## config.mk

```make
export PLATFORM = sky130hd
export DESIGN_NAME = lru_chunk_cache_lookup
export DESIGN_NICKNAME = d
export VERILOG_FILES = /design/src/rtl/core/lcc_pkg.sv /design/src/rtl/core/lcc_cell.sv /design/src/rtl/core/lru_chunk_cache_lookup.sv
export SDC_FILE = /design/constraint.sdc
export NUM_CORES = 1
export LEC_CHECK = 0
export BUFFER_PORTS_ARGS = -buffer_cell sky130_fd_sc_hd__buf_4
export CAP_MARGIN = 20
export CORE_AREA = 3 3 346 245
export CTS_CLUSTER_DIAMETER = 50
export DETAILED_ROUTE_END_ITERATION = 8
export DIE_AREA = 0 0 349 248
export GPL_ROUTABILITY_DRIVEN = 0
export PLACE_DENSITY = 0.65
export RECOVER_POWER = 25
export SKIP_CTS_REPAIR_TIMING = 1
export SYNTH_ARGS = -nofsm -noshare
export SYNTH_HDL_FRONTEND = slang
export SYNTH_SLANG_ARGS = --single-unit
```

## constraint.sdc

```tcl
create_clock -name clk -period 7.9 [get_ports clk]
set_clock_uncertainty 0.2 [all_clocks]
set_input_delay 1.185 -clock clk [delete_from_list [all_inputs] [get_ports clk]]
set_output_delay 1.185 -clock clk [all_outputs]
set_load 0.005 [all_outputs]
```

## src/rtl/core/lcc_pkg.sv

```systemverilog
package lcc_pkg;

  // Tag of one stored chunk
  typedef struct packed {
    logic [15:0] chunk_number;
    logic [15:0] clip_id;
  } tag_t;

  // Entry displaced by the walk, carried to the next cell
  typedef struct packed {
    logic valid;
    tag_t tag;
  } entry_t;

  // Lookup token moving down the chain
  typedef struct packed {
    logic act;    // token present at this cell
    logic found;  // lookup already resolved further up
    logic hit;    // resolved as a hit
  } token_t;

  localparam int InWidth  = 32;
  localparam int OutWidth = 8;

endpackage

```

## src/rtl/core/lcc_cell.sv

```systemverilog
module lcc_cell #(
  parameter int SLOT_W = 4
) (
  input  logic                 clk,
  input  logic                 rst,
  input  lcc_pkg::tag_t        req_tag,
  input  logic                 tail,
  input  logic [SLOT_W-1:0]    init_slot,
  input  logic                 head_load,
  input  logic [SLOT_W-1:0]    head_slot,
  input  lcc_pkg::token_t      in_tok,
  input  lcc_pkg::entry_t      in_carry,
  input  logic [SLOT_W-1:0]    in_carry_slot,
  input  logic [SLOT_W-1:0]    in_res_slot,
  output lcc_pkg::token_t      out_tok,
  output lcc_pkg::entry_t      out_carry,
  output logic [SLOT_W-1:0]    out_carry_slot,
  output logic [SLOT_W-1:0]    out_res_slot
);
  import lcc_pkg::*;

  // Stored entry at this recency position
  logic              valid;
  tag_t              tag;
  logic [SLOT_W-1:0] slot;

  logic              match;
  logic              step;
  logic              resolve;
  token_t            out_tok_next;
  logic [SLOT_W-1:0] out_res_slot_next;

  assign match   = valid && (tag == req_tag);
  assign step    = in_tok.act && !in_tok.found;
  assign resolve = step && (match || tail);

  // Token and result slot handed to the next cell
  always_comb begin
    out_tok_next      = in_tok;
    out_res_slot_next = in_res_slot;
    if (resolve && !head_load) begin
      out_tok_next.found = 1'b1;
      out_tok_next.hit   = match;
      out_res_slot_next  = slot;
    end
  end

  // Control: valid bit, slot number, token
  always_ff @(posedge clk) begin
    if (rst) begin
      valid   <= 1'b0;
      slot    <= init_slot;
      out_tok <= '0;
    end else begin
      out_tok <= out_tok_next;
      if (head_load) begin
        valid <= 1'b1;
        slot  <= head_slot;
      end else if (step) begin
        // take the entry pushed down from above
        valid <= in_carry.valid;
        slot  <= in_carry_slot;
      end
    end
  end

  // Payload: tag, carried entry, result slot
  always_ff @(posedge clk) begin
    out_carry      <= '{valid: valid, tag: tag};
    out_carry_slot <= slot;
    out_res_slot   <= out_res_slot_next;
    if (head_load) begin
      tag <= req_tag;
    end else if (step) begin
      tag <= in_carry.tag;
    end
  end

endmodule

```

## src/rtl/core/lru_chunk_cache_lookup.sv

```systemverilog
// Fully associative LRU tag store for (clip, chunk) requests. The store is a
// chain of SLOT_COUNT cells ordered from most to least recently used. A
// request walks the chain one cell per cycle, pushing each entry down one
// place until it meets the matching tag (hit) or reaches the tail (miss,
// tail slot is evicted); the chosen slot is then written at the head with
// the new tag. No new word is accepted until the current lookup's result
// leaves the cell chain, and none while the skid stage is full. Results pass
// through an output register plus one skid stage, so a new word is accepted
// while a result waits in the output register. All slots are empty after
// reset; empty slots never hit and are filled before any valid slot is
// evicted. The slot field carries the low four bits of the slot number.
module lru_chunk_cache_lookup #(
  parameter int SLOT_COUNT = 16
) (
  input  logic                        clk,
  input  logic                        rst,
  input  logic                        s_tvalid,
  output logic                        s_tready,
  input  logic [lcc_pkg::InWidth-1:0] s_tdata,   // clip_id[15:0], chunk_number[31:16]
  output logic                        m_tvalid,
  input  logic                        m_tready,
  output logic [lcc_pkg::OutWidth-1:0] m_tdata   // hit[0], slot[4:1], zero[7:5]
);
  import lcc_pkg::*;

  localparam int SlotW = (SLOT_COUNT > 1) ? $clog2(SLOT_COUNT) : 1;

  // Chain links
  token_t             tok       [0:SLOT_COUNT];
  entry_t             carry     [0:SLOT_COUNT];
  logic [SlotW-1:0]   carry_slot[0:SLOT_COUNT];
  logic [SlotW-1:0]   res_slot  [0:SLOT_COUNT];

  tag_t             req_tag;
  logic             busy;
  logic             start;
  logic             done;
  logic             out_free;
  logic             skid_full;
  logic [4:0]       skid_word;
  logic [SlotW+3:0] res_ext;
  logic [4:0]       res_word;
  logic             accept;

  assign accept   = s_tvalid && s_tready;
  assign s_tready = !rst && !busy && !skid_full;
  assign done     = tok[SLOT_COUNT].act;
  assign out_free = !m_tvalid || m_tready;

  // Result word: hit in bit 0, low four slot bits above it
  assign res_ext  = {4'b0000, res_slot[SLOT_COUNT]};
  assign res_word = {res_ext[3:0], tok[SLOT_COUNT].hit};

  // Head of the chain
  assign tok[0]        = '{act: start, found: 1'b0, hit: 1'b0};
  assign carry[0]      = '0;
  assign carry_slot[0] = '0;
  assign res_slot[0]   = '0;

  // Request register
  always_ff @(posedge clk) begin
    if (accept) begin
      req_tag <= '{chunk_number: s_tdata[31:16], clip_id: s_tdata[15:0]};
    end
  end

  // Sequencing
  always_ff @(posedge clk) begin
    if (rst) begin
      busy  <= 1'b0;
      start <= 1'b0;
    end else begin
      start <= accept;
      if (accept) begin
        busy <= 1'b1;
      end else if (done) begin
        busy <= 1'b0;
      end
    end
  end

  // Output register and skid stage
  always_ff @(posedge clk) begin
    if (rst) begin
      m_tvalid  <= 1'b0;
      skid_full <= 1'b0;
    end else begin
      if (done && !out_free) begin
        skid_full <= 1'b1;
      end else if (skid_full && m_tready) begin
        skid_full <= 1'b0;
      end
      if (out_free) begin
        m_tvalid <= done || skid_full;
      end
    end
  end

  always_ff @(posedge clk) begin
    if (done && !out_free) begin
      skid_word <= res_word;
    end
    if (out_free) begin
      if (skid_full) begin
        m_tdata <= {3'b000, skid_word};
      end else begin
        m_tdata <= {3'b000, res_word};
      end
    end
  end

  // Cell chain, position 0 is most recently used
  for (genvar i = 0; i < SLOT_COUNT; i++) begin : g_cell
    lcc_cell #(
      .SLOT_W(SlotW)
    ) u_cell (
      .clk           (clk),
      .rst           (rst),
      .req_tag       (req_tag),
      .tail          (i == SLOT_COUNT - 1),
      .init_slot     (SlotW'(i)),
      .head_load     ((i == 0) && done),
      .head_slot     (res_slot[SLOT_COUNT]),
      .in_tok        (tok[i]),
      .in_carry      (carry[i]),
      .in_carry_slot (carry_slot[i]),
      .in_res_slot   (res_slot[i]),
      .out_tok       (tok[i+1]),
      .out_carry     (carry[i+1]),
      .out_carry_slot(carry_slot[i+1]),
      .out_res_slot  (res_slot[i+1])
    );
  end

`ifndef SYNTHESIS
  // A result leaves the chain only for a lookup in progress
  a_done_busy: assert property (@(posedge clk) disable iff (rst) done |-> busy)
    else $error("chain result without a pending lookup");

  // Every lookup leaving the chain is resolved
  a_done_found: assert property (@(posedge clk) disable iff (rst)
    done |-> tok[SLOT_COUNT].found)
    else $error("lookup left the chain unresolved");

  // The skid stage only fills behind a waiting output word
  a_skid_order: assert property (@(posedge clk) disable iff (rst) skid_full |-> m_tvalid)
    else $error("skid stage full while output empty");

  // An accepted word launches a token into the chain
  a_launch: assert property (@(posedge clk) disable iff (rst) accept |=> start && busy)
    else $error("accepted word did not start a walk");
`endif

endmodule

```

# Yosys cells after proc, flatten, opt, wreduce, memory -nomap -nowiden
# Cells that the tools add are included.
[totals]
register_bits = 1307
input_bits = 36
elab_cells = 333
out_inout_bits = 10
[classes]
n_reduce_logical = 79
eq_ne = 16
n_bitwise = 1
muxes = 42
[ops]
columns = ["cell", "count"]
rows = [
  ["== test 32 bit", 16],
  ["two-way mux 4 bit", 17],
  ["two-way mux 32 bit", 2],
  ["logical AND 1 bit", 52],
  ["two-way mux 2 bit", 15],
  ["logical NOT 1 bit", 21],
  ["two-way mux 1 bit", 7],
  ["nonzero test 2 bit", 3],
  ["two-way mux 5 bit", 1],
  ["logical OR 1 bit", 2],
  ["OR reduction 2 bit", 1],
  ["NOT 1 bit", 1],
]

# Longest topological paths before layout
[logic_depth]
depth_word = 6
depth_mapped = 7
depth_no_buf = 5

# Hierarchy
# From an unflattened synthesis, not the netlist that was laid out.
[unflattened]
hier_cells = 3253
hier_area_um2 = 49541.3
[modules_own_cells]
columns = ["mod", "area_per_inst_um2", "cells_per_inst", "n_inst"]
rows = [
  ["lcc_cell", 3001.6, 199, 16],
  ["lru_chunk_cache_lookup", 1515.2, 69, 1],
]

# Least setup slack after synthesis
# OpenSTA, ideal clock, no wires.
[synth_path]
path_kind = "register to register"
startpoint = "register g_cell[12].u_cell.out_tok[2] (netlist bit)"
endpoint = "register g_cell[13].u_cell.out_res_slot[0]"
arrival_time_ps = 2629
synth_period_minus_slack_ps = 2949
path_buffers = 1
setup_time_ps = 121
stages_incl_launch_ff = 6
slack_ps = 4951
cell_sequence = "dfxtp_1 nor2b_1 clkbuf_1 nand4_1 nor3_1 mux2_2"
[synth_between]
elab_chain_len = 3
[synth_lines]
columns = ["item", "line_no", "rtl"]
rows = [
  ["start: declaration", "lcc_cell.sv:15", "output lcc_pkg::token_t out_tok,"],
  ["start signal: assignment", "lcc_cell.sv:55", "out_tok <= out_tok_next;"],
  ["logical AND 1 bit", "lcc_cell.sv:34", "assign step = in_tok.act && !in_tok.found;"],
  ["named net g_cell[13].u_cell.step", "lcc_cell.sv:28", "logic step;"],
  ["logical AND 1 bit", "lcc_cell.sv:35", "assign resolve = step && (match || tail);"],
  ["two-way mux 4 bit", "lcc_cell.sv:41", "if (resolve && !head_load) begin"],
  ["named net g_cell[13].u_cell.out_res_slot_next[0]", "lcc_cell.sv:31", "logic [SLOT_W-1:0] out_res_slot_next;"],
  ["end signal: assignment", "lcc_cell.sv:71", "out_res_slot <= out_res_slot_next;"],
  ["end: declaration", "lcc_cell.sv:18", "output logic [SLOT_W-1:0] out_res_slot"],
]
# The timed path passes the listed nets, and every way through them passes these cells.
# A chain may end at the register's enable or synchronous reset.

# Worst setup path after layout
[layout_path]
startpoint = "input port rst"
endpoint = "output port s_tready"
[layout_between]
elab_chain_len = 3
[layout_lines]
columns = ["item", "line_no", "rtl"]
rows = [
  ["start: declaration", "lru_chunk_cache_lookup.sv:16", "input logic rst,"],
  ["logical NOT 1 bit", "lru_chunk_cache_lookup.sv:46", "assign s_tready = !rst && !busy && !skid_full;"],
  ["logical AND 1 bit (2 in a row)", "lru_chunk_cache_lookup.sv:46", ""],
  ["end: declaration", "lru_chunk_cache_lookup.sv:18", "output logic s_tready,"],
]
# No other way between the ends.

==> report_table.html <==
<table>
<tr><th>Metric</th><th>Value</th></tr>
<tr><th colspan="2">Status</th></tr>
<tr><td>Outcome</td><td>finished clean</td></tr>
<tr><th colspan="2">Critical path</th></tr>
<tr><td>Max Fanout on Critical Path</td><td>43</td></tr>
<tr><td>Data arrival time of the critical path</td><td>1.88 ns</td></tr>
<tr><td>Buffer and inverter count on the worst path</td><td>2</td></tr>
<tr><td>Cell family with most CP delay</td><td>buffers and inverters</td></tr>
<tr><td>Start point of the critical path</td><td>rst</td></tr>
<tr><td>Critical Path Slowest Stage Cell</td><td>sky130_fd_sc_hd__nor3_1</td></tr>
<tr><td>Reg2reg setup slack</td><td>4.64 ns</td></tr>
<tr><td>Path type of the worst setup path</td><td>in -&gt; out</td></tr>
<tr><td>Destination of the worst register-to-register timing path</td><td>g_cell[14].u_cell.out_res_slot[3]</td></tr>
<tr><td>Critical R2R Launch</td><td>req_tag[21]</td></tr>
<tr><td>Most used cell, CP</td><td>sky130_fd_sc_hd__buf_4</td></tr>
<tr><td>Critical path required time</td><td>6.51 ns</td></tr>
<tr><td>Nature of the critical path endpoint</td><td>output pin</td></tr>
<tr><td>Total stage count of the critical path</td><td>3</td></tr>
<tr><td>Cell chain of the critical path</td><td>buf_4 -&gt; nor3_1 -&gt; buf_4</td></tr>
<tr><td>Kind of launch point of the worst setup path</td><td>input pin</td></tr>
<tr><td>Number of cells on the worst reg-to-reg path</td><td>6</td></tr>
<tr><td>Critical path capture point</td><td>s_tready</td></tr>
<tr><td>Longest individual stage delay on the worst path</td><td>0.28 ns</td></tr>
<tr><th colspan="2">Power and ir drop</th></tr>
<tr><td>Proportion of power drawn by the clock network</td><td>0.431</td></tr>
<tr><td>Logic gate share of total power</td><td>0.021</td></tr>
<tr><td>Internal Pwr Total</td><td>10.3 mW</td></tr>
<tr><td>IR drop worst, VDD</td><td>0.186 mV</td></tr>
<tr><td>PwrDens</td><td>279 mW/mm²</td></tr>
<tr><td>NetSw</td><td>2.57 mW</td></tr>
<tr><td>Switching share of total power</td><td>0.200</td></tr>
<tr><td>Sequential fraction of design power</td><td>0.548</td></tr>
<tr><td>Static Leakage</td><td>16.4 nW</td></tr>
<tr><th colspan="2">Flow run</th></tr>
<tr><td>Max-cap violations</td><td>0</td></tr>
<tr><th colspan="2">Detailed routing</th></tr>
<tr><td>DRC</td><td>0</td></tr>
<tr><td>Antenna Nets Post-Route</td><td>0</td></tr>
<tr><td>Total Routed Length</td><td>83100 µm</td></tr>
<tr><td>Wire per inst</td><td>22.3 µm</td></tr>
<tr><td>Starting DRT DRC Count</td><td>1321</td></tr>
<tr><td>Routed vias</td><td>18500</td></tr>
<tr><td>Number of optimization iterations in the first detailed-route pass</td><td>5</td></tr>
<tr><td>Via density per instance</td><td>4.95</td></tr>
<tr><th colspan="2">Clocking</th></tr>
<tr><td>Clock-pin slew reported for the worst setup and hold paths after clock tree synthesis</td><td>0.06 ns</td></tr>
<tr><td>Clock root buffer</td><td>sky130_fd_sc_hd__clkbuf_16</td></tr>
<tr><td>Bufs on Longest Clock Path</td><td>3</td></tr>
<tr><td>TritonCTS Buffers</td><td>111</td></tr>
<tr><td>CTS H-Tree Depth</td><td>3</td></tr>
<tr><td>CTS tree</td><td>yes</td></tr>
<tr><td>Number of sinks driven by the clock tree</td><td>1304</td></tr>
<tr><td>Worst-Skew Late Latency</td><td>0.67 ns</td></tr>
<tr><th colspan="2">Global routing</th></tr>
<tr><td>Number of antenna violations at the first check in global routing</td><td>0</td></tr>
<tr><td>Overall global routing resource usage</td><td>0.194</td></tr>
<tr><td>Pin count of the biggest net entering global routing</td><td>90</td></tr>
<tr><td>Global-route wire length before repair</td><td>123000 µm</td></tr>
<tr><td>GRT Residual Overflow</td><td>0</td></tr>
<tr><td>Vias in the first global route</td><td>19200</td></tr>
<tr><th colspan="2">Place</th></tr>
<tr><td>Port Buffer Count</td><td>42</td></tr>
<tr><td>Detail Placement HPWL</td><td>54600 µm</td></tr>
<tr><td>Number of cells after detailed placement</td><td>3520</td></tr>
<tr><th colspan="2">STA</th></tr>
<tr><td>Maximum operating frequency</td><td>0.306 GHz</td></tr>
<tr><td>Final Setup Violations</td><td>0</td></tr>
<tr><td>Final-report hold violation count</td><td>0</td></tr>
<tr><td>Minimum clock period after layout</td><td>3.27 ns</td></tr>
<tr><td>Post-route fraction of the period consumed by the critical path</td><td>0.414</td></tr>
<tr><td>Setup repair after global routing missed its margin</td><td>no</td></tr>
<tr><td>Worst Tran Pin Value</td><td>1.11 ns</td></tr>
<tr><td>Relative slew slack</td><td>0.254</td></tr>
<tr><td>Number of max-slew violations in the final report</td><td>0</td></tr>
<tr><td>Setup TNS after final layout</td><td>0 ns</td></tr>
<tr><th colspan="2">Synth</th></tr>
<tr><td>Number of storage elements in the synthesis netlist</td><td>1304</td></tr>
<tr><td>Synthesized-area fraction occupied by xor and xnor cells</td><td>0.110</td></tr>
<tr><td>Cell accounting for the most synthesized area</td><td>sky130_fd_sc_hd__edfxtp_1</td></tr>
<tr><td>Post-synthesis cell area</td><td>0.0408 mm²</td></tr>
<tr><td>Complex-gate fraction of the synthesized area</td><td>0.0147</td></tr>
<tr><td>Dominant combinational cell family by area after synthesis</td><td>XOR/XNOR gates</td></tr>
<tr><td>Area contributors post-synth</td><td>sky130_fd_sc_hd__edfxtp_1 41%, sky130_fd_sc_hd__dfxtp_1 37%, sky130_fd_sc_hd__xor2_1 6.2%</td></tr>
<tr><td>Fraction of post-synthesis cell area in the top cell type by area</td><td>0.408</td></tr>
<tr><td>Mux cell area share after synthesis</td><td>0.0285</td></tr>
<tr><td>Count of synthesis-stage warnings from yosys</td><td>0</td></tr>
<tr><td>Synth Area in Simple Gates</td><td>0.0547</td></tr>
<tr><td>Post-Synthesis Mean Instance Area</td><td>16.6 µm²</td></tr>
<tr><td>Adder-Cell Fraction of Synth Area</td><td>0</td></tr>
<tr><td>Number of distinct library cells after synthesis</td><td>35</td></tr>
<tr><td>Proportion of synthesized chip area in sequential cells</td><td>0.776</td></tr>
<tr><td>Syn Inst Count</td><td>2453</td></tr>
<tr><th colspan="2">Floorplan</th></tr>
<tr><td>Die X</td><td>349 µm</td></tr>
<tr><td>Die outline area</td><td>0.0866 mm²</td></tr>
<tr><td>Number of cell rows</td><td>88</td></tr>
<tr><td>Starting utilization of the core area</td><td>0.497</td></tr>
<tr><td># IOs</td><td>46</td></tr>
<tr><td>Die extent in y</td><td>248 µm</td></tr>
<tr><td>CORE AREA</td><td>0.0820 mm²</td></tr>
<tr><th colspan="2">Finish</th></tr>
<tr><td>Count of non-filler cells in the finished layout</td><td>3732</td></tr>
<tr><td>Multi-input gate area</td><td>0.00860 mm²</td></tr>
<tr><td>Number of nets in the finished design</td><td>2592</td></tr>
<tr><td>Filler cell count</td><td>6248</td></tr>
<tr><td>Layout cell share with drive strength beyond 1</td><td>0.145</td></tr>
<tr><td>Area overhead of the layout relative to synthesis</td><td>13.0%</td></tr>
<tr><td>Final core utilization</td><td>0.562</td></tr>
<tr><td>Antenna cell count</td><td>0</td></tr>
<tr><td>Sequential cell area</td><td>0.0317 mm²</td></tr>
<tr><th colspan="2">Worst hold path</th></tr>
<tr><td>Min-Delay Path Class</td><td>reg -&gt; reg</td></tr>
</table>
==> worst reg2reg max path, delay by kind of cell (launching register included) <==
kind	cells	cell delay [ns]
mux	1	0.43
simple gates	3	1.56
buf+inv	1	0.43
flops	1	0.33
xor+xnor	1	0.19
==> power groups by stage <==
| stage | clock network (mW) | registers [mW] | logic, mW |
|---|---|---|---|
| floorplan | 0 | 7.18 | 0.177 |
| global placement | 0 | 7.19 | 0.268 |
| detailed placement | 0 | 7.19 | 0.269 |
| CTS | 5.63 | 7.04 | 0.272 |
| global route | 5.92 | 7.04 | 0.287 |
| finish | 5.54 | 7.04 | 0.269 |
==> per-layer routing <==
layer	wire length, µm	GRT usage	share of wire
met2	38300	0.309	0.46
met1	39000	0.276	0.47
met4	2150	0.0594	0.026
met5	0	0	0
met3	3660	0.0312	0.044
==> how the worst min path moves through the flow <==
stage,from,depth (start not counted),slack (ns),endpoint
3_5_place_dp,g_cell[12].u_cell.slot[2],0,0.15,g_cell[12].u_cell.out_carry_slot[2]
6_report,g_cell[12].u_cell.slot[3],0,0.15,g_cell[12].u_cell.out_carry_slot[3]
3_3_place_gp,g_cell[11].u_cell.slot[3],0,0.15,g_cell[11].u_cell.out_carry_slot[3]
5_1_grt,g_cell[12].u_cell.slot[3],0,0.16,g_cell[12].u_cell.out_carry_slot[3]
2_1_floorplan,g_cell[0].u_cell.slot[0],0,0.14,g_cell[0].u_cell.out_carry_slot[0]
4_1_cts,g_cell[12].u_cell.slot[3],0,0.16,g_cell[12].u_cell.out_carry_slot[3]
==> cells in the final DEF (no fill, tap or decap), drive strengths merged <==
master / instances
a211o: 32
clkinvlp: 4
nor4b: 1
nand2b: 1
or2: 2
clkinv: 34
edfxtp: 554
nand3: 27
or4: 11
nand2: 1
mux2: 65
nor3: 21
dfxtp: 750
nand4: 62
mux2i: 43
and2: 38
inv: 7
clkbuf: 158
conb: 3
bufinv: 9
nor2b: 62
buf: 89
xnor2: 222
nor2: 51
nor4: 73
nor3b: 5
and3: 1
a21oi: 8
xor2: 290
o21ba: 28
==> final cells by class <==
type / count / share of cell area
sequential: 1304 / 0.687
multi-input combinational: 1047 / 0.187
clock buffer: 157 / 0.0707
tap: 1080 / 0.0293
timing repair buffer: 90 / 0.0152
clock inverter: 52 / 0.0111
inverter: 2 / 0.000163
==> cell families after synthesis <==
group	count (synthesis)
DFF	1304
buffers and inverters	104
other	1
xor gates and xnor gates	512
muxes	108
AOI/OAI and AO/OA	68
and+or+nand+nor	356
==> registers in the layout (all words and copies together), names as in the netlist <==
register,flops
g_cell.u_cell.out_carry_slot,60
g_cell.u_cell.slot,64
req_tag,32
g_cell.u_cell.out_carry,495
g_cell.u_cell.out_res_slot,64
g_cell.u_cell.out_tok,47
m_tdata,5
g_cell.u_cell.tag,512
skid_full,1
busy,1
m_tvalid,1
skid_word,5
start,1
g_cell.u_cell.valid,16
==> cells in the mapped netlist <==
| cell | instances |
|---|---|
| sky130_fd_sc_hd__buf_12 | 1 |
| sky130_fd_sc_hd__conb_1 | 1 |
| sky130_fd_sc_hd__or4_1 | 6 |
| sky130_fd_sc_hd__mux2_2 | 61 |
| sky130_fd_sc_hd__buf_1 | 4 |
| sky130_fd_sc_hd__buf_2 | 41 |
| sky130_fd_sc_hd__or2_2 | 2 |
| sky130_fd_sc_hd__nand2b_1 | 1 |
| sky130_fd_sc_hd__and2_1 | 37 |
| sky130_fd_sc_hd__nor3_1 | 21 |
| sky130_fd_sc_hd__xor2_1 | 290 |
| sky130_fd_sc_hd__a21oi_1 | 8 |
| sky130_fd_sc_hd__nor3b_1 | 5 |
| sky130_fd_sc_hd__nand3_1 | 27 |
| sky130_fd_sc_hd__xnor2_1 | 222 |
| sky130_fd_sc_hd__mux2_1 | 4 |
| sky130_fd_sc_hd__or4_4 | 5 |
| sky130_fd_sc_hd__and3_1 | 1 |
| sky130_fd_sc_hd__nor4b_1 | 1 |
| sky130_fd_sc_hd__inv_1 | 2 |
| sky130_fd_sc_hd__nand2_1 | 1 |
| sky130_fd_sc_hd__and2_2 | 1 |
| sky130_fd_sc_hd__edfxtp_1 | 554 |
| sky130_fd_sc_hd__buf_6 | 16 |
| sky130_fd_sc_hd__nor2b_1 | 62 |
| sky130_fd_sc_hd__a211o_1 | 32 |
| sky130_fd_sc_hd__mux2i_1 | 43 |
| sky130_fd_sc_hd__nor4_1 | 63 |
| sky130_fd_sc_hd__dfxtp_1 | 750 |
| sky130_fd_sc_hd__nor2_1 | 51 |
| sky130_fd_sc_hd__clkbuf_1 | 21 |
| sky130_fd_sc_hd__buf_4 | 19 |
| sky130_fd_sc_hd__o21ba_2 | 28 |
| sky130_fd_sc_hd__nand4_1 | 62 |
| sky130_fd_sc_hd__nor4_4 | 10 |
==> per-stage QoR <==
stage	power (mW)	instance area, µm²	hold WS (ns)	worst slack (ns)
after detailed placement	7.46	42300	0.152	4.55
after global placement	7.46	42300	0.149	4.61
after floorplan	7.36	40800	0.136	4.95
after global routing	13.2	46100	0.164	4.53
final	12.9	46100	0.154	4.63
after CTS	12.9	46000	0.161	4.55
Power figures use the tool's default switching activity.
